`config.mk`:
```
export PLATFORM = sky130hd
export DESIGN_NAME = humidity_temp_frame_decoder_flat
export DESIGN_NICKNAME = d
export VERILOG_FILES = /design/src/rtl/htfd_pkg.sv /design/src/rtl/htfd_channels.sv /design/src/rtl/humidity_temp_frame_decoder.sv /design/src/rtl/htfd_cfg_regs.sv /design/src/rtl/htfd_assembler.sv /design/src/rtl/htfd_convert.sv /design/src/flat_wrapper.sv
export SDC_FILE = /design/constraint.sdc
export NUM_CORES = 1
export LEC_CHECK = 0
export BUFFER_PORTS_ARGS = -buffer_cell sky130_fd_sc_hd__buf_2
export CORE_ASPECT_RATIO = 0.75
export CORE_MARGIN = 4
export CORE_UTILIZATION = 30
export DETAILED_ROUTE_END_ITERATION = 10
export PLACE_DENSITY = 0.56
export REMOVE_ABC_BUFFERS = 1
export SLEW_MARGIN = 20
export SYNTH_ARGS = -nofsm -noshare
export SYNTH_HDL_FRONTEND = slang
export SYNTH_SLANG_ARGS = --single-unit
```
`constraint.sdc`:
```
create_clock -name i_clk -period 17.8 [get_ports i_clk]
set_clock_uncertainty 0.15 [all_clocks]
set_input_delay 0.89 -clock i_clk [delete_from_list [all_inputs] [get_ports i_clk]]
set_output_delay 0.89 -clock i_clk [all_outputs]
set_load 0.01 [all_outputs]
```
`src/rtl/htfd_pkg.sv`:
```
// Shared types, constants and the CRC-8 helper of the humidity/temperature frame decoder.
// Used by every module of the decoder; depends on nothing.
package htfd_pkg;

    // Frame layout: bytes 0 to 5 are covered by the CRC, byte 6 carries the CRC.
    localparam logic [2:0] FRAME_LAST = 3'd6;
    localparam logic [7:0] CRC_POLY   = 8'h31;
    localparam logic [7:0] CRC_INIT   = 8'hFF;
    localparam logic [7:0] BUSY_MASK_RESET = 8'h80;

    // Conversion scale factors (fixed point, 20 fractional bits in the raw field).
    localparam logic [13:0] HUM_SCALE   = 14'd10000;
    localparam logic [14:0] TEMP_SCALE  = 15'd20000;
    localparam logic [14:0] TEMP_OFFSET = 15'd5000;

    // Result status codes.
    localparam logic [1:0] STATUS_OK      = 2'd0;
    localparam logic [1:0] STATUS_BUSY    = 2'd1;
    localparam logic [1:0] STATUS_CRC_ERR = 2'd2;

    // Register map: register index decoded from the address.
    localparam int unsigned APB_ADDR_W = 3;
    localparam int unsigned APB_DATA_W = 32;
    localparam logic        REG_BUSY_MASK = 1'b0;

    // A completed frame as it leaves the byte assembler.
    typedef struct packed {
        logic [1:0]  status;
        logic [19:0] humidity_raw;
        logic [19:0] temperature_raw;
        logic [7:0]  crc_computed;
    } t_frame;

    // One CRC-8 update over a byte, MSB first, no final XOR.
    function automatic logic [7:0] crc8_update(input logic [7:0] crc, input logic [7:0] b);
        logic [7:0] c;
        c = crc ^ b;
        for (int i = 0; i < 8; i++) begin
            if (c[7]) begin
                c = {c[6:0], 1'b0} ^ CRC_POLY;
            end else begin
                c = {c[6:0], 1'b0};
            end
        end
        return c;
    endfunction

endpackage

```
`src/rtl/htfd_channels.sv`:
```
// Valid/ready channel interfaces of the frame decoder: received bytes in, decoded frames out.
// Stand-alone; the field widths are those of the decoder's input and result items.
interface htfd_in_if;
    logic       valid;
    logic       ready;
    logic [7:0] data_byte;
    logic       frame_start;

    modport source (output valid, output data_byte, output frame_start, input ready);
    modport sink   (input valid, input data_byte, input frame_start, output ready);
endinterface

interface htfd_out_if;
    logic               valid;
    logic               ready;
    logic [1:0]         status;
    logic [19:0]        humidity_raw;
    logic [19:0]        temperature_raw;
    logic [13:0]        humidity_centi;
    logic signed [14:0] temperature_centi;
    logic [7:0]         crc_computed;

    modport source (output valid, output status, output humidity_raw, output temperature_raw,
                    output humidity_centi, output temperature_centi, output crc_computed,
                    input ready);
    modport sink   (input valid, input status, input humidity_raw, input temperature_raw,
                    input humidity_centi, input temperature_centi, input crc_computed,
                    output ready);
endinterface

```
`src/rtl/humidity_temp_frame_decoder.sv`:
```
// Humidity/temperature reply decoder, top level: APB register block, byte assembler and
// conversion stage. Depends on htfd_pkg, the channel interfaces and the three submodules.
//
// The decoder takes the sensor's seven-byte measurement reply one byte per transfer and
// accepts a byte in every cycle while no frame record waits downstream; the assembler
// updates the running CRC-8 with a fully unrolled byte step. On the seventh byte a frame
// record is registered, and the conversion stage then registers and presents the result with
// status (ok, busy, CRC mismatch), both raw 20-bit fields, humidity and temperature in
// hundredths and the computed CRC. frame_start forces the byte to be read as the status
// byte; a byte after a complete reply starts a new one on its own. busy_mask sits at
// byte address 0; the user must write it only while no reply is in progress, the block
// itself does not enforce this.
module humidity_temp_frame_decoder (
    input  logic                               i_clk,
    input  logic                               i_rst_n,
    htfd_in_if.sink                            i_in,
    htfd_out_if.source                         o_out,
    input  logic                               psel,
    input  logic                               penable,
    input  logic                               pwrite,
    input  logic [htfd_pkg::APB_ADDR_W-1:0]    paddr,
    input  logic [htfd_pkg::APB_DATA_W-1:0]    pwdata,
    output logic [htfd_pkg::APB_DATA_W-1:0]    prdata,
    output logic                               pready
);
    import htfd_pkg::*;

    logic [7:0] busy_mask;
    logic       rec_valid;
    logic       rec_ready;
    t_frame     rec;

    // Configuration registers.
    htfd_cfg_regs u_cfg (
        .i_clk       (i_clk),
        .i_rst_n     (i_rst_n),
        .psel        (psel),
        .penable     (penable),
        .pwrite      (pwrite),
        .paddr       (paddr),
        .pwdata      (pwdata),
        .prdata      (prdata),
        .pready      (pready),
        .o_busy_mask (busy_mask)
    );

    // Byte position, CRC and field assembly.
    htfd_assembler u_asm (
        .i_clk       (i_clk),
        .i_rst_n     (i_rst_n),
        .i_in        (i_in),
        .i_busy_mask (busy_mask),
        .o_rec_valid (rec_valid),
        .i_rec_ready (rec_ready),
        .o_rec       (rec)
    );

    // Scaling and result register.
    htfd_convert u_conv (
        .i_clk       (i_clk),
        .i_rst_n     (i_rst_n),
        .i_rec_valid (rec_valid),
        .o_rec_ready (rec_ready),
        .i_rec       (rec),
        .o_out       (o_out)
    );

    // A busy mask of zero never reports a busy sensor.
    a_no_busy: assert property (@(posedge i_clk) disable iff (!i_rst_n)
        (rec_valid && busy_mask == 8'd0 && $stable(busy_mask)) |-> (rec.status != STATUS_BUSY))
        else $error("busy reported with an empty mask");

endmodule

```
`src/rtl/htfd_cfg_regs.sv`:
```
// APB register block of the frame decoder: holds the busy mask.
// Depends on htfd_pkg for the register map and reset value.
module htfd_cfg_regs (
    input  logic                               i_clk,
    input  logic                               i_rst_n,
    input  logic                               psel,
    input  logic                               penable,
    input  logic                               pwrite,
    input  logic [htfd_pkg::APB_ADDR_W-1:0]    paddr,
    input  logic [htfd_pkg::APB_DATA_W-1:0]    pwdata,
    output logic [htfd_pkg::APB_DATA_W-1:0]    prdata,
    output logic                               pready,
    output logic [7:0]                         o_busy_mask
);
    import htfd_pkg::*;

    logic [7:0] r_busy_mask;
    logic       wr_en;
    logic       sel_busy;

    // Word index comes from the top address bit; the byte offset bits are ignored.
    assign sel_busy = (paddr[APB_ADDR_W-1] == REG_BUSY_MASK);
    assign wr_en    = psel && penable && pwrite && sel_busy;
    assign pready   = 1'b1;

    // Register write in the access phase.
    always_ff @(posedge i_clk) begin
        if (!i_rst_n) begin
            r_busy_mask <= BUSY_MASK_RESET;
        end else if (wr_en) begin
            r_busy_mask <= pwdata[7:0];
        end
    end

    // Read data, zero for unmapped words.
    always_comb begin
        prdata = '0;
        if (sel_busy) begin
            prdata = {{(APB_DATA_W-8){1'b0}}, r_busy_mask};
        end
    end

    assign o_busy_mask = r_busy_mask;

endmodule

```
`src/rtl/htfd_assembler.sv`:
```
// Byte assembler of the frame decoder: tracks the byte position, the running CRC and the
// raw fields, and registers one frame record per seven-byte reply. Depends on htfd_pkg.
module htfd_assembler (
    input  logic             i_clk,
    input  logic             i_rst_n,
    htfd_in_if.sink          i_in,
    input  logic [7:0]       i_busy_mask,
    output logic             o_rec_valid,
    input  logic             i_rec_ready,
    output htfd_pkg::t_frame o_rec
);
    import htfd_pkg::*;

    logic [2:0]  r_pos,  n_pos;
    logic [7:0]  r_crc,  n_crc;
    logic [7:0]  r_stat, n_stat;
    logic [19:0] r_hum,  n_hum;
    logic [19:0] r_temp, n_temp;
    logic        r_rec_valid, n_rec_valid;
    t_frame      r_rec, n_rec;

    logic        accept;
    logic        restart;
    logic [2:0]  pos;
    logic [7:0]  crc;
    logic [7:0]  b;
    logic        last;

    // A new byte is taken whenever the record slot is free or being emptied.
    assign i_in.ready = !r_rec_valid || i_rec_ready;
    assign accept     = i_in.valid && i_in.ready;
    assign b          = i_in.data_byte;

    // Frame start or a stray position restarts the frame at the status byte.
    assign restart = i_in.frame_start || (r_pos > FRAME_LAST);
    assign pos     = restart ? 3'd0 : r_pos;
    assign crc     = restart ? CRC_INIT : r_crc;
    assign last    = (pos == FRAME_LAST);

    // Field assembly, CRC update and frame record.
    always_comb begin
        n_pos       = r_pos;
        n_crc       = r_crc;
        n_stat      = r_stat;
        n_hum       = r_hum;
        n_temp      = r_temp;
        n_rec       = r_rec;
        n_rec_valid = r_rec_valid && !i_rec_ready;
        if (accept) begin
            case (pos)
                3'd0: n_stat = b;
                3'd1: n_hum[19:12] = b;
                3'd2: n_hum[11:4] = b;
                3'd3: begin
                    n_hum[3:0]    = b[7:4];
                    n_temp[19:16] = b[3:0];
                end
                3'd4: n_temp[15:8] = b;
                3'd5: n_temp[7:0] = b;
                default: ;
            endcase
            if (last) begin
                n_pos                 = 3'd0;
                n_crc                 = CRC_INIT;
                n_rec_valid           = 1'b1;
                n_rec.humidity_raw    = r_hum;
                n_rec.temperature_raw = r_temp;
                n_rec.crc_computed    = crc;
                if ((r_stat & i_busy_mask) != 8'd0) begin
                    n_rec.status = STATUS_BUSY;
                end else if (crc != b) begin
                    n_rec.status = STATUS_CRC_ERR;
                end else begin
                    n_rec.status = STATUS_OK;
                end
            end else begin
                n_pos = pos + 3'd1;
                n_crc = crc8_update(crc, b);
            end
        end
    end

    // Control state.
    always_ff @(posedge i_clk) begin
        if (!i_rst_n) begin
            r_pos       <= 3'd0;
            r_crc       <= CRC_INIT;
            r_stat      <= 8'd0;
            r_hum       <= 20'd0;
            r_temp      <= 20'd0;
            r_rec_valid <= 1'b0;
        end else begin
            r_pos       <= n_pos;
            r_crc       <= n_crc;
            r_stat      <= n_stat;
            r_hum       <= n_hum;
            r_temp      <= n_temp;
            r_rec_valid <= n_rec_valid;
        end
    end

    // Record payload.
    always_ff @(posedge i_clk) begin
        r_rec <= n_rec;
    end

    assign o_rec_valid = r_rec_valid;
    assign o_rec       = r_rec;

    // The position counter never leaves the frame.
    a_pos_range: assert property (@(posedge i_clk) disable iff (!i_rst_n)
        r_pos <= FRAME_LAST)
        else $error("byte position out of range");

    // The CRC byte closes the frame and raises a record.
    a_frame_close: assert property (@(posedge i_clk) disable iff (!i_rst_n)
        (accept && last) |=> (r_pos == 3'd0 && r_crc == CRC_INIT && r_rec_valid))
        else $error("frame not closed after the CRC byte");

    // A frame start byte moves the position to the first data byte.
    a_frame_start: assert property (@(posedge i_clk) disable iff (!i_rst_n)
        (accept && i_in.frame_start) |=> (r_pos == 3'd1))
        else $error("frame start did not restart the position");

    // A record waiting downstream is not overwritten.
    a_rec_hold: assert property (@(posedge i_clk) disable iff (!i_rst_n)
        (r_rec_valid && !i_rec_ready) |=> (r_rec_valid && $stable(r_rec)))
        else $error("pending frame record lost");

endmodule

```
`src/rtl/htfd_convert.sv`:
```
// Conversion stage of the frame decoder: scales the raw fields to hundredths and
// registers the result item. Depends on htfd_pkg and the output channel interface.
module htfd_convert (
    input  logic             i_clk,
    input  logic             i_rst_n,
    input  logic             i_rec_valid,
    output logic             o_rec_ready,
    input  htfd_pkg::t_frame i_rec,
    htfd_out_if.source       o_out
);
    import htfd_pkg::*;

    logic               r_valid;
    logic [1:0]         r_status;
    logic [19:0]        r_hum_raw;
    logic [19:0]        r_temp_raw;
    logic [13:0]        r_hum_centi;
    logic signed [14:0] r_temp_centi;
    logic [7:0]         r_crc;

    logic               take;
    logic [33:0]        hum_prod;
    logic [34:0]        temp_prod;
    logic [14:0]        temp_scaled;

    assign o_rec_ready = !r_valid || o_out.ready;
    assign take        = i_rec_valid && o_rec_ready;

    // Fixed-point scaling: multiply, drop 20 fraction bits, then apply the offset.
    assign hum_prod    = {14'd0, i_rec.humidity_raw} * {20'd0, HUM_SCALE};
    assign temp_prod   = {15'd0, i_rec.temperature_raw} * {20'd0, TEMP_SCALE};
    assign temp_scaled = temp_prod[34:20] - TEMP_OFFSET;

    // Output valid.
    always_ff @(posedge i_clk) begin
        if (!i_rst_n) begin
            r_valid <= 1'b0;
        end else if (o_rec_ready) begin
            r_valid <= i_rec_valid;
        end
    end

    // Output payload.
    always_ff @(posedge i_clk) begin
        if (take) begin
            r_status     <= i_rec.status;
            r_hum_raw    <= i_rec.humidity_raw;
            r_temp_raw   <= i_rec.temperature_raw;
            r_hum_centi  <= hum_prod[33:20];
            r_temp_centi <= signed'(temp_scaled);
            r_crc        <= i_rec.crc_computed;
        end
    end

    assign o_out.valid             = r_valid;
    assign o_out.status            = r_status;
    assign o_out.humidity_raw      = r_hum_raw;
    assign o_out.temperature_raw   = r_temp_raw;
    assign o_out.humidity_centi    = r_hum_centi;
    assign o_out.temperature_centi = r_temp_centi;
    assign o_out.crc_computed      = r_crc;

    // Only defined status codes leave the block.
    a_status_code: assert property (@(posedge i_clk) disable iff (!i_rst_n)
        r_valid |-> (r_status == STATUS_OK || r_status == STATUS_BUSY
                     || r_status == STATUS_CRC_ERR))
        else $error("undefined status code");

    // A delivered record becomes a result in the next cycle.
    a_take_result: assert property (@(posedge i_clk) disable iff (!i_rst_n)
        take |=> (r_valid && r_crc == $past(i_rec.crc_computed)))
        else $error("record not registered as a result");

endmodule
```
`src/flat_wrapper.sv`:
```
// flat-port wrapper written by rule: the top's interface ports become plain ports
module humidity_temp_frame_decoder_flat import htfd_pkg::*;
  (i_clk, i_rst_n, psel, penable, pwrite, paddr, pwdata, prdata, pready, i_in_valid, i_in_data_byte, i_in_frame_start, i_in_ready, o_out_valid, o_out_status, o_out_humidity_raw, o_out_temperature_raw, o_out_humidity_centi, o_out_temperature_centi, o_out_crc_computed, o_out_ready);
  htfd_in_if i_in_i ();
  htfd_out_if o_out_i ();
  input  logic i_clk;
  input  logic i_rst_n;
  input  logic psel;
  input  logic penable;
  input  logic pwrite;
  input  logic [htfd_pkg::APB_ADDR_W-1:0] paddr;
  input  logic [htfd_pkg::APB_DATA_W-1:0] pwdata;
  output logic [htfd_pkg::APB_DATA_W-1:0] prdata;
  output logic pready;
  input wire logic [$bits(i_in_i.valid)-1:0] i_in_valid;
  input wire logic [$bits(i_in_i.data_byte)-1:0] i_in_data_byte;
  input wire logic [$bits(i_in_i.frame_start)-1:0] i_in_frame_start;
  output wire logic [$bits(i_in_i.ready)-1:0] i_in_ready;
  output wire logic [$bits(o_out_i.valid)-1:0] o_out_valid;
  output wire logic [$bits(o_out_i.status)-1:0] o_out_status;
  output wire logic [$bits(o_out_i.humidity_raw)-1:0] o_out_humidity_raw;
  output wire logic [$bits(o_out_i.temperature_raw)-1:0] o_out_temperature_raw;
  output wire logic [$bits(o_out_i.humidity_centi)-1:0] o_out_humidity_centi;
  output wire logic [$bits(o_out_i.temperature_centi)-1:0] o_out_temperature_centi;
  output wire logic [$bits(o_out_i.crc_computed)-1:0] o_out_crc_computed;
  input wire logic [$bits(o_out_i.ready)-1:0] o_out_ready;
  assign i_in_i.valid = i_in_valid;
  assign i_in_i.data_byte = i_in_data_byte;
  assign i_in_i.frame_start = i_in_frame_start;
  assign i_in_ready = i_in_i.ready;
  assign o_out_valid = o_out_i.valid;
  assign o_out_status = o_out_i.status;
  assign o_out_humidity_raw = o_out_i.humidity_raw;
  assign o_out_temperature_raw = o_out_i.temperature_raw;
  assign o_out_humidity_centi = o_out_i.humidity_centi;
  assign o_out_temperature_centi = o_out_i.temperature_centi;
  assign o_out_crc_computed = o_out_i.crc_computed;
  assign o_out_i.ready = o_out_ready;
  humidity_temp_frame_decoder u_core (.i_clk(i_clk), .i_rst_n(i_rst_n), .i_in(i_in_i), .o_out(o_out_i), .psel(psel), .penable(penable), .pwrite(pwrite), .paddr(paddr), .pwdata(pwdata), .prdata(prdata), .pready(pready));
endmodule
```
==> After elaboration in Yosys (flattened, before gate mapping) <==
Cells that the tools add are included.
Widths: inputs -> output; s select.
{ "totals": {"reg_bits": 198, "latchBits": 0, "ramBits": 0, "mem_bits_ro": 0, "input_bits": 51, "out_inout_bits": 114, "wordCells": 96, "n_memories": 0} }
{ "op_classes": {"add_sub_neg": 2, "n_mul": 2, "div_mod_pow": 0, "order_cmp": 1, "eq_ne": 7, "n_shift": 0, "muxes": 30, "bitwise": 11, "reduce_logical": 21} }
{ "op_table": {"columns": ["operator", "n"], "rows": [
  ["$mux 8", 17],
  ["$mul 20x10->30 const B", 2],
  ["$mux 6", 8],
  ["$not 3->3", 8],
  ["$sub 15x13->15 const B", 1],
  ["$reduce_and 2->1", 7],
  ["$eq 3x3->1 const B", 3],
  ["$and 8x8->8", 1],
  ["$ne 8x8->1", 1],
  ["$reduce_bool 8->1", 1],
  ["$xor 8x8->8", 1],
  ["$eq 3x2->1 const B", 2],
  ["$logic_and 1x1->1", 6],
  ["$mux 3", 2],
  ["$add 3x1->3 const B", 1],
  ["$eq 3x1->1 const B", 1],
  ["$gt 3x3->1 const B", 1],
  ["$logic_not 1->1", 3],
  ["$logic_not 3->1", 1],
  ["$logic_or 1x1->1", 3],
  ["$mux 1", 2],
  ["$mux 2", 1],
  ["$not 1->1", 1]
]} }

==> Longest topological paths before layout <==
Gate-level depths: netlist of run 1.
{ "logic_depth": {"word_depth": 35, "mapped_depth": 24, "mapped_depth_nobuf": 24} }

==> Hierarchy <==
Synthesis of run 1 repeated with hierarchy kept, for this count alone.
{ "unflattened": {"hier_cells": 1147, "area_unflattened_um2": 13374.1} }
{ "modules_own_cells": {"columns": ["module", "n_inst", "cells_each", "area_per_inst_um2", "seq_area_each_um2"], "rows": [
  ["htfd_convert", 1, 744, 8491.9, 2392.3],
  ["htfd_assembler", 1, 333, 4286.6, 2702.6],
  ["htfd_cfg_regs", 1, 70, 595.6, 160.2]
]} }

==> Least setup slack after synthesis of run 1 <==
No wires, ideal clock.
{ "synth_path": {"path_kind": "register to register", "startpoint": "register u_core.u_asm.r_rec, in the netlist u_core.u_asm.o_rec[23]", "endpoint": "register u_core.u_conv.r_temp_centi[14], in the netlist u_core.u_conv.o_out.temperature_centi[14], data pin", "setup_time_ns": 0.150, "arrival_time_ns": 5.272, "t_required_ns": 17.500, "setup_slack_ns": 12.228, "stages_incl_launch_ff": 21, "n_path_buf": 0, "synth_period_minus_slack_ns": 5.572, "path_cell_list": "edfxtp_1 inv_1 fa_1 inv_1 ha_1 fa_1 ha_1 inv_1 fa_1 inv_1 ha_1 a21oi_2 o21ai_1 o41a_1 a21o_1 o211a_1 a311o_1 and3_1 mux2_4 or4_4 o211ai_2"} }
{ "synth_between": {"elab_chain_len": 2} }
{ "synth_lines": {"columns": ["item", "line", "rtl"], "rows": [
  ["start: declaration", "htfd_assembler.sv:20", "t_frame r_rec, n_rec;"],
  ["start signal: assignment", "htfd_assembler.sv:104", "r_rec <= n_rec;"],
  ["$mul 20x10->30", "htfd_convert.sv:31", "assign temp_prod = {15'd0, i_rec.temperature_raw} * {20'd0, TEMP_SCALE};"],
  ["$sub 15x13->15", "htfd_convert.sv:32", "assign temp_scaled = temp_prod[34:20] - TEMP_OFFSET;"],
  ["named net u_core.u_conv.temp_scaled[14]", "htfd_convert.sv:24", "logic [14:0] temp_scaled;"],
  ["end signal: assignment", "htfd_convert.sv:50", "r_temp_centi <= signed'(temp_scaled);"],
  ["end: declaration", "htfd_convert.sv:18", "logic signed [14:0] r_temp_centi;"]
]} }
The timed path passes the listed nets, and every way through them passes these cells.
A chain may end at the register's enable or synchronous reset.

==> Worst setup path in the final report of run 1 <==
{ "layout_path": {"startpoint": "register u_core.u_asm.r_rec, in the netlist u_core.u_asm.o_rec[14]", "endpoint": "register u_core.u_conv.r_temp_centi[14], in the netlist u_core.u_conv.o_out.temperature_centi[14], data pin"} }
Same word-level chain as after synthesis.

==> impl_results.md, run 1 <==
* Core Area at ~43000 sq um
* Multi-input gate area at 6863 sq um
* Antenna violations before repair at 0
* Worst slew pin tran at 1.071 ns
* P_int at 0.7492 mW
* First-pass GRT wire length at 45.70 mm
* Clk pin slew, worst setup/hold paths at roughly 0.08 ns
* Placed cell count at approximately 1800
* Max-cap violations at 0
* Logic pwr share at 9.6%
* Fillers at ~4400
* Relative slew slack at 28.57%
* Min-delay src: u_core.u_asm.o_rec[4]
* Total number of yosys warnings at 0
* Synthesis-to-layout area growth at 13.33%
* Maximum clock frequency at 0.1593 GHz
* Worst path arrival time at 6.32 ns
* Leakage power at 6.448 nW
* Leading area contributor after synthesis: edfxtp_1
* Fin. Hold Viols at 0
* All-layer global routing usage at about an eighth
* Min cycle time layout at roughly 6.3 ns
* Final setup fails at 0
* Most frequent cells in the layout: inv_1, ha_1, edfxtp_1
* Overflow after GRT at 0
* Root Driver: clkbuf_16
* Drt first-iter violations at 399
* Cell-by-cell trace of the critical path: inv_1, fa_1, inv_1, ha_1, inv_1, fa_1, inv_1, ha_1, inv_1, fa_1, inv_1, ha_1, a211o_1, o211ai_1, a21oi_1, o211a_1, o21a_1, o2111ai_1, o211ai_2, a2111oi_0, or3_1, o211ai_2
* Seq pwr share at 49.7%
* # hold bufs at CTS at 0
* Clk pwr share at ~41%
* CP startpoint kind: flip-flop
* Antenna cell count at 0
* Seq cells post-synth at 198
* IO Pins at ~170
* R2r setup slk at 11.52 ns
* RSZ-0062 raised after global routing: no
* Worst Hold Class: flip-flop to flip-flop
* Post-CTS Setup Bufs at 0
* Share of layout cells above drive strength 1 at a little over an eighth
* Avg Cell Area, Syn at 11.46 sq um
* Outcome: finished, final reports clean
* CTS tree: done
* Post-synth ARST share at 0%
* Crit. End Element: flip-flop
* DPL Wire Length at ~21 mm
* Count of cell types in the netlist at 68
* Area share of the largest cell type after synthesis at 29.51%
* Vias in the first global route at around 8500
* Gpl congestion at roughly 0.8
* Layout Cells excl Fill at 1846
* Critical path launch point: u_core.u_asm.o_rec[14]
* Drt drc at 0
* Nets at 1560
* Final slew viol count at 0
* Vias per cell at 4.435
* Largest net degree at the start of global routing at between 60 and 70
* Sw frac at approximately a quarter
* Via count at between 8000 and 9000
* Commonest non-fill, non-tap cell in the layout: inv_1
* Synthesized cell area at between 10000 and 15000 sq um
* PostCTS Resize Cnt at 0
* Number of synthesized flops with an enable pin at 129
* PwrDens at 67.24 nW/um^2
* Clock tree buffer depth at 2
* Worst path most repeated cell: inv_1
* Req. time, crit path at 17.84 ns
* Deepest level of the CTS H-tree at 4
* Die Y at 189.2 microns
* Worst VDD drop at 0.00008118 V
* Crit path kind: flip-flop to flip-flop
* Post-Route WL at 27.49 mm
* Drt wl/cell at 14.89 microns
* Initial core utilization at 30.34%
* Antenna viol nets, final at 0
* RR Startpoint: u_core.u_asm.o_rec[14]
* Commonest register cell after synthesis: edfxtp_1
* Synth top area cells: edfxtp_1, ha_1, fa_1, dfxtp_1, inv_1
* Post-Route Setup TNS at 0 ns
* FF/Latch Area at 5255 sq um
* Clock latency on the worst-skew pair at 0.44 ns
* Post-synthesis sequential area ratio at 40.03%
* IO buf count at ~110
* P_sw at 0.2511 mW
* CP max-delay cell: a2111oi_0
* CTS Sinks at 198
* Die area at ~47000 sq um
* Period utilization at a little over a third
* Max incr delay on CP at 0.59 ns
* Syn Inst Count at 1146
* Worst Path Max Fanout at 5
* Std-Cell Rows at 66
* Clock buffer count from CTS at 17
* Die Wd at 249.5 microns
* DR pass1 iterations at 4
[cell usage after synthesis, drive strengths merged (8+ instances only)]
cell / n
nand3: 18
xor2: 21
xnor2: 22
buf: 31
dfxtp: 69
o211ai: 13
a21boi: 19
clkbuf: 18
or2: 8
nand2b: 9
mux2i: 41
nor3: 11
inv: 221
a21o: 14
nand2: 55
o21ai: 20
ha: 162
fa: 92
a21oi: 27
nor2: 16
and3: 8
edfxtp: 129
nor2b: 51
[per-layer routing]
layer,part of all wire (%),GRT usage (%),vias up
li1,-,-,4014
met3,3.8,2.623,17
met5,0,0,-
met2,42,18.07,127
met1,53,18.30,4029
met4,0.96,2.445,0
[power groups by stage]
| stage | clock network (mW) | logic [mW] | registers [mW] |
|---|---|---|---|
| 2_1_floorplan | 0 | 0.0725 | 0.507 |
| 3_3_place_gp | 0 | 0.0947 | 0.508 |
| 5_1_grt | 0.440 | 0.110 | 0.498 |
| 4_1_cts | 0.422 | 0.0969 | 0.497 |
| 3_5_place_dp | 0 | 0.0961 | 0.508 |
| 6_report | 0.406 | 0.0965 | 0.498 |
[worst paths after layout]
path                                                    end  depth (start not counted)
setup / recovery  u_core.u_conv.o_out.temperature_centi[14]                         22
hold / removal          u_core.u_conv.o_out.crc_computed[4]                          0
setup reg to reg  u_core.u_conv.o_out.temperature_centi[14]                         22
hold reg to reg         u_core.u_conv.o_out.crc_computed[4]                          0
[final cells by class]
cell class,instances,area share (%)
Clock inverter,14,1.270
Timing Repair Buffer,116,3.953
Clock buffer,18,2.885
Inverter,221,5.584
Sequential cell,198,35.32
Multi-Input combinational cell,701,46.13
Tap cell,578,4.861
[worst max-delay path: cells and delay by family, from the launching register on]
kind                       cells  cell delay [ns]
buffers and inverters          6             0.42
adders and majority gates      6             2.35
DFF                            1             0.53
AOI/OAI and AO/OA              9             2.37
and+or+nand+nor                1             0.20
[metrics by stage]
step | hold slack (ns) | worst slack, ns | area, sq um | power, mW | util [%]
floorplan | 0.2503 | 12.23 | 12940 | 0.5792 | -
global placement | 0.2573 | 11.58 | 14250 | 0.6024 | 32.94
detailed placement | 0.2545 | 11.51 | 14250 | 0.6039 | 32.94
CTS | 0.2730 | 11.47 | 14870 | 1.016 | 34.37
global route | 0.2900 | 11.06 | 14880 | 1.049 | 34.38
finish | 0.2760 | 11.52 | 14880 | 1.000 | 34.38
[logic make-up (layout without fill, tap and decap cells)]
kind of cell / after synthesis / after routing / share of synthesized area (%)
adders and majority gates: 254 / 254 / 29.47
muxes: 42 / 42 / 3.241
other: 2 / 25 / 0.05721
AOI/OAI and AO/OA: 137 / 137 / 7.739
xor gates and xnor gates: 43 / 43 / 2.869
DFF: 198 / 198 / 40.03
buffers and inverters: 270 / 369 / 8.435
and+or+nand+nor: 200 / 200 / 8.159
[flip-flops by register name, summed over array words and instances (netlist names), 14 cells and up]
name and count:
u_core.u_conv.o_out.temperature_centi 15, u_core.u_conv.o_out.humidity_centi 14, u_core.u_conv.o_out.temperature_raw 20, u_core.u_conv.o_out.humidity_raw 20, u_core.u_asm.r_hum 20, u_core.u_asm.r_temp 20
u_core.u_asm.o_rec 50
No activity file was read; power rests on OpenSTA's default activity.
==> inputs of run 2 (changes only) <==
ABC_AREA = 1   (was unset)
clock period = 6.25 ns   (was 17.8 ns; I/O delays follow)
==> run 2 against run 1 <==
Against the previous run:
- via count rose by 21%
- critical endpoint is now u_core.u_conv.o_out.temperature_centi[13]
- fmax rose by 18%
- hold slack got worse by 0.25 ns
==> impl_results.md, run 2 <==
* Outcome: finished, final reports clean (unchanged)
* DR pass1 iterations at 5 (was 4)
* Via count at 9883 (was 8187)
* Initial core utilization at 30.70% (was 30.34%)
* Final setup fails at 0 (unchanged)
* CTS Sinks at 198 (unchanged)
* Synthesis-to-layout area growth at 13.45% (was 13.33%)
* Root Driver: clkbuf_16 (unchanged)
* Worst Hold Class: input pin to flip-flop (was flip-flop to flip-flop)
* Clock buffer count from CTS at 17 (unchanged)
* Commonest non-fill, non-tap cell in the layout: inv_1 (unchanged)
* Layout Cells excl Fill at 2229 (was 1846)
* Clock tree buffer depth at 2 (unchanged)
* Fin. Hold Viols at 0 (unchanged)
* Overflow after GRT at 0 (unchanged)
* Period utilization at 85.04% (was 35.26%)
* Area share of the largest cell type after synthesis at 27.92% (was 29.51%)
* Crit path kind: flip-flop to flip-flop (unchanged)
* Fillers at 4585 (was 4379)
* DPL Wire Length at 25.29 mm (was 20.64 mm)
* PostCTS Resize Cnt at 0 (unchanged)
* Req. time, crit path at 6.31 ns (was 17.84 ns)
* RR Startpoint: u_core.u_asm.o_rec[16] (was u_core.u_asm.o_rec[14])
* Final hold slack at 0.02394 ns (was 0.2760 ns)
* Post-Route Setup TNS at 0 ns (unchanged)
* Clk pin slew, worst setup/hold paths at 0.08 ns (about the same)
* Seq cells post-synth at 198 (unchanged)
* Most frequent cells in the layout: inv_1, nand2_1, ha_1 (was inv_1, ha_1, edfxtp_1)
* Deepest level of the CTS H-tree at 4 (unchanged)
* Relative slew slack at 39.50% (was 28.57%)
* Most frequent cell after synthesis: inv_1 (unchanged)
* Syn Inst Count at 1501 (was 1146)
* Clock latency on the worst-skew pair at 0.45 ns (was 0.44 ns)
* R2r setup slk at 0.93 ns (was 11.52 ns)
* First-pass GRT wire length at 53.12 mm (was 45.70 mm)
* Depth of the worst register-to-register path at 25 (was 22)
* Synth cell count leaders: inv_1, nand2_1, ha_1 (was inv_1, ha_1, edfxtp_1)
* Min cycle time layout at 5.315 ns (was 6.276 ns)
* Worst VDD drop at 0.0001724 V (was 0.00008118 V)
* CP startpoint kind: flip-flop (unchanged)
* Vias in the first global route at 9730 (was 8467)
* Hold Crit Endpoint: u_core.u_conv.o_out.valid (was u_core.u_conv.o_out.crc_computed[4])
* Vias per cell at 4.434 (was 4.435)
* Antenna violations before repair at 3 (was 0)
* Max reg flops at 50 (unchanged)
* Worst Path Max Fanout at 4 (was 5)
* Max-cap violations at 0 (unchanged)
* Post-CTS Setup Bufs at 0 (unchanged)
* Leading area contributor after synthesis: edfxtp_1 (unchanged)
* Share of layout cells above drive strength 1 at 10.30% (was 13.33%)
* Count of cell types in the netlist at 40 (was 68)
* Synth top area cells: edfxtp_1, ha_1, fa_1, dfxtp_1, inv_1 (unchanged)
* Total number of yosys warnings at 0 (unchanged)
* Worst slew pin tran at 0.9076 ns (was 1.071 ns)
* Antenna viol nets, final at 0 (unchanged)
* Hold depth at 4 (was 0)
* Min-delay src: o_out_ready (was u_core.u_asm.o_rec[4])
* # hold bufs at CTS at 13 (was 0)
* IO buf count at 113 (unchanged)
* Final slew viol count at 0 (unchanged)
* Die area at 49780 sq um (was 47200 sq um)
* Post-synthesis sequential area ratio at 37.88% (was 40.03%)
* Commonest register cell after synthesis: edfxtp_1 (unchanged)
* Placed cell count at 2182 (was 1814)
* Largest net degree at the start of global routing at 61 (was 65)
* Die Y at 194.2 microns (was 189.2 microns)
* Drt drc at 0 (unchanged)
* All-layer global routing usage at 13.33% (was 12.16%)
* Number of synthesized flops with an enable pin at 129 (unchanged)
* Post-synth ARST share at 0% (unchanged)
* Avg Cell Area, Syn at 9.243 sq um (was 11.46 sq um)
* Core Area at 45180 sq um (was 43270 sq um)
* Std-Cell Rows at 67 (was 66)
* Synthesized cell area at 13870 sq um (was 13130 sq um)
* Nets at 1933 (was 1560)
* Maximum clock frequency at 0.1881 GHz (was 0.1593 GHz)
* Drt wl/cell at 14.40 microns (was 14.89 microns)
* Reg-to-reg endpoint: u_core.u_conv.o_out.temperature_centi[13] (was u_core.u_conv.o_out.temperature_centi[14])
* Drt first-iter violations at 662 (was 399)
* Post-Route WL at 32.10 mm (was 27.49 mm)
* Crit. End Element: flip-flop (unchanged)
* PwrDens at 181.9 nW/um^2 (was 67.24 nW/um^2)
* CTS tree: done (unchanged)
* RSZ-0062 raised after global routing: no (unchanged)
* Gpl congestion at 0.8842 (was 0.7994)
* Leakage power at 7.757 nW (was 6.448 nW)
* Die Wd at 256.3 microns (was 249.5 microns)
* Worst path arrival time at 5.38 ns (was 6.32 ns)
* IO Pins at 165 (unchanged)
-- run 2: worst max-delay path by stage --
stage,startpoint,end,slack (ns),cells after the start
final,u_core.u_asm.o_rec[16],u_core.u_conv.o_out.temperature_centi[13],0.93,25
after global routing,u_core.u_asm.o_rec[15],u_core.u_conv.o_out.temperature_centi[13],0.48,25
after CTS,u_core.u_asm.o_rec[16],u_core.u_conv.o_out.temperature_centi[13],0.91,24
after detailed placement,u_core.u_asm.o_rec[12],u_core.u_conv.o_out.temperature_centi[13],0.93,26
after global placement,u_core.u_asm.o_rec[16],u_core.u_conv.o_out.temperature_centi[13],0.95,23
after floorplan,u_core.u_conv.o_out.valid,u_core.u_conv.o_out.crc_computed[0],1.34,1
-- run 2: kinds of logic after synthesis --
family	count (synthesis)	synth area share [%]
AND/OR/NAND/NOR	419	12.58
buffers and inverters	396	11.44
adder cells (fa/ha/maj)	254	27.89
flip-flops	198	37.88
AO/OA/AOI/OAI	194	7.431
XOR/XNOR	38	2.724
other	2	0.05413
-- run 2: cell type report --
cell class	instances	area [sq um]	share of cell area [%]
Clock buffer	18	429.2	2.727
Clock inverter	14	155.1	0.9858
Tap cell	586	733.2	4.659
Timing Repair Buffer	127	703.2	4.468
Multi-Input combinational cell	930	7128	45.29
Sequential cell	198	5255	33.39
Inverter	354	1330	8.451
Antenna cell	2	5.005	0.03180
-- run 2: metrics by stage --
stage | setup WS, ns | util [%] | cell area [sq um] | total power, mW
final | 0.9349 | 34.83 | 15740 | 2.863
after floorplan | 1.343 | - | 13700 | 1.686
after global placement | 0.9457 | 33.24 | 15020 | 1.767
after CTS | 0.9107 | 34.82 | 15730 | 2.892
after detailed placement | 0.9348 | 33.24 | 15020 | 1.770
after global routing | 0.4829 | 34.83 | 15740 | 3.007
-- run 2: metal layers --
metal	up-vias	share of wire (%)	global-route usage (%)	wire length, microns
li1	4989	-	-	-
met3	28	5.7	2.899	1839
met5	-	0.065	0	21
met1	4639	52	20.01	16710
met4	4	1.1	3.310	364
met2	223	41	19.47	13160
-- run 2: worst max-delay path: stages, from the launching register on --
cell	delay, ns
edfxtp_1	0.55
inv_1	0.18
fa_1	0.55
inv_1	0.04
ha_1	0.29
fa_1	0.48
ha_1	0.29
inv_1	0.05
fa_1	0.50
inv_1	0.04
ha_1	0.32
nand2_1	0.14
inv_1	0.05
nand2_1	0.06
nand2_1	0.09
nand2_1	0.09
nand2_1	0.07
inv_1	0.05
nand2_1	0.05
xnor2_1	0.26
ha_1	0.25
nand3_1	0.16
nand2_1	0.14
nand2_1	0.09
nand3_1	0.07
nand2_1	0.05
-- run 2: power by group --
part	total, mW	switching (mW)	internal, mW
Clock	1.11	0.575	0.537
Combinational	0.329	0.213	0.116
Sequential	1.42	0.0124	1.41
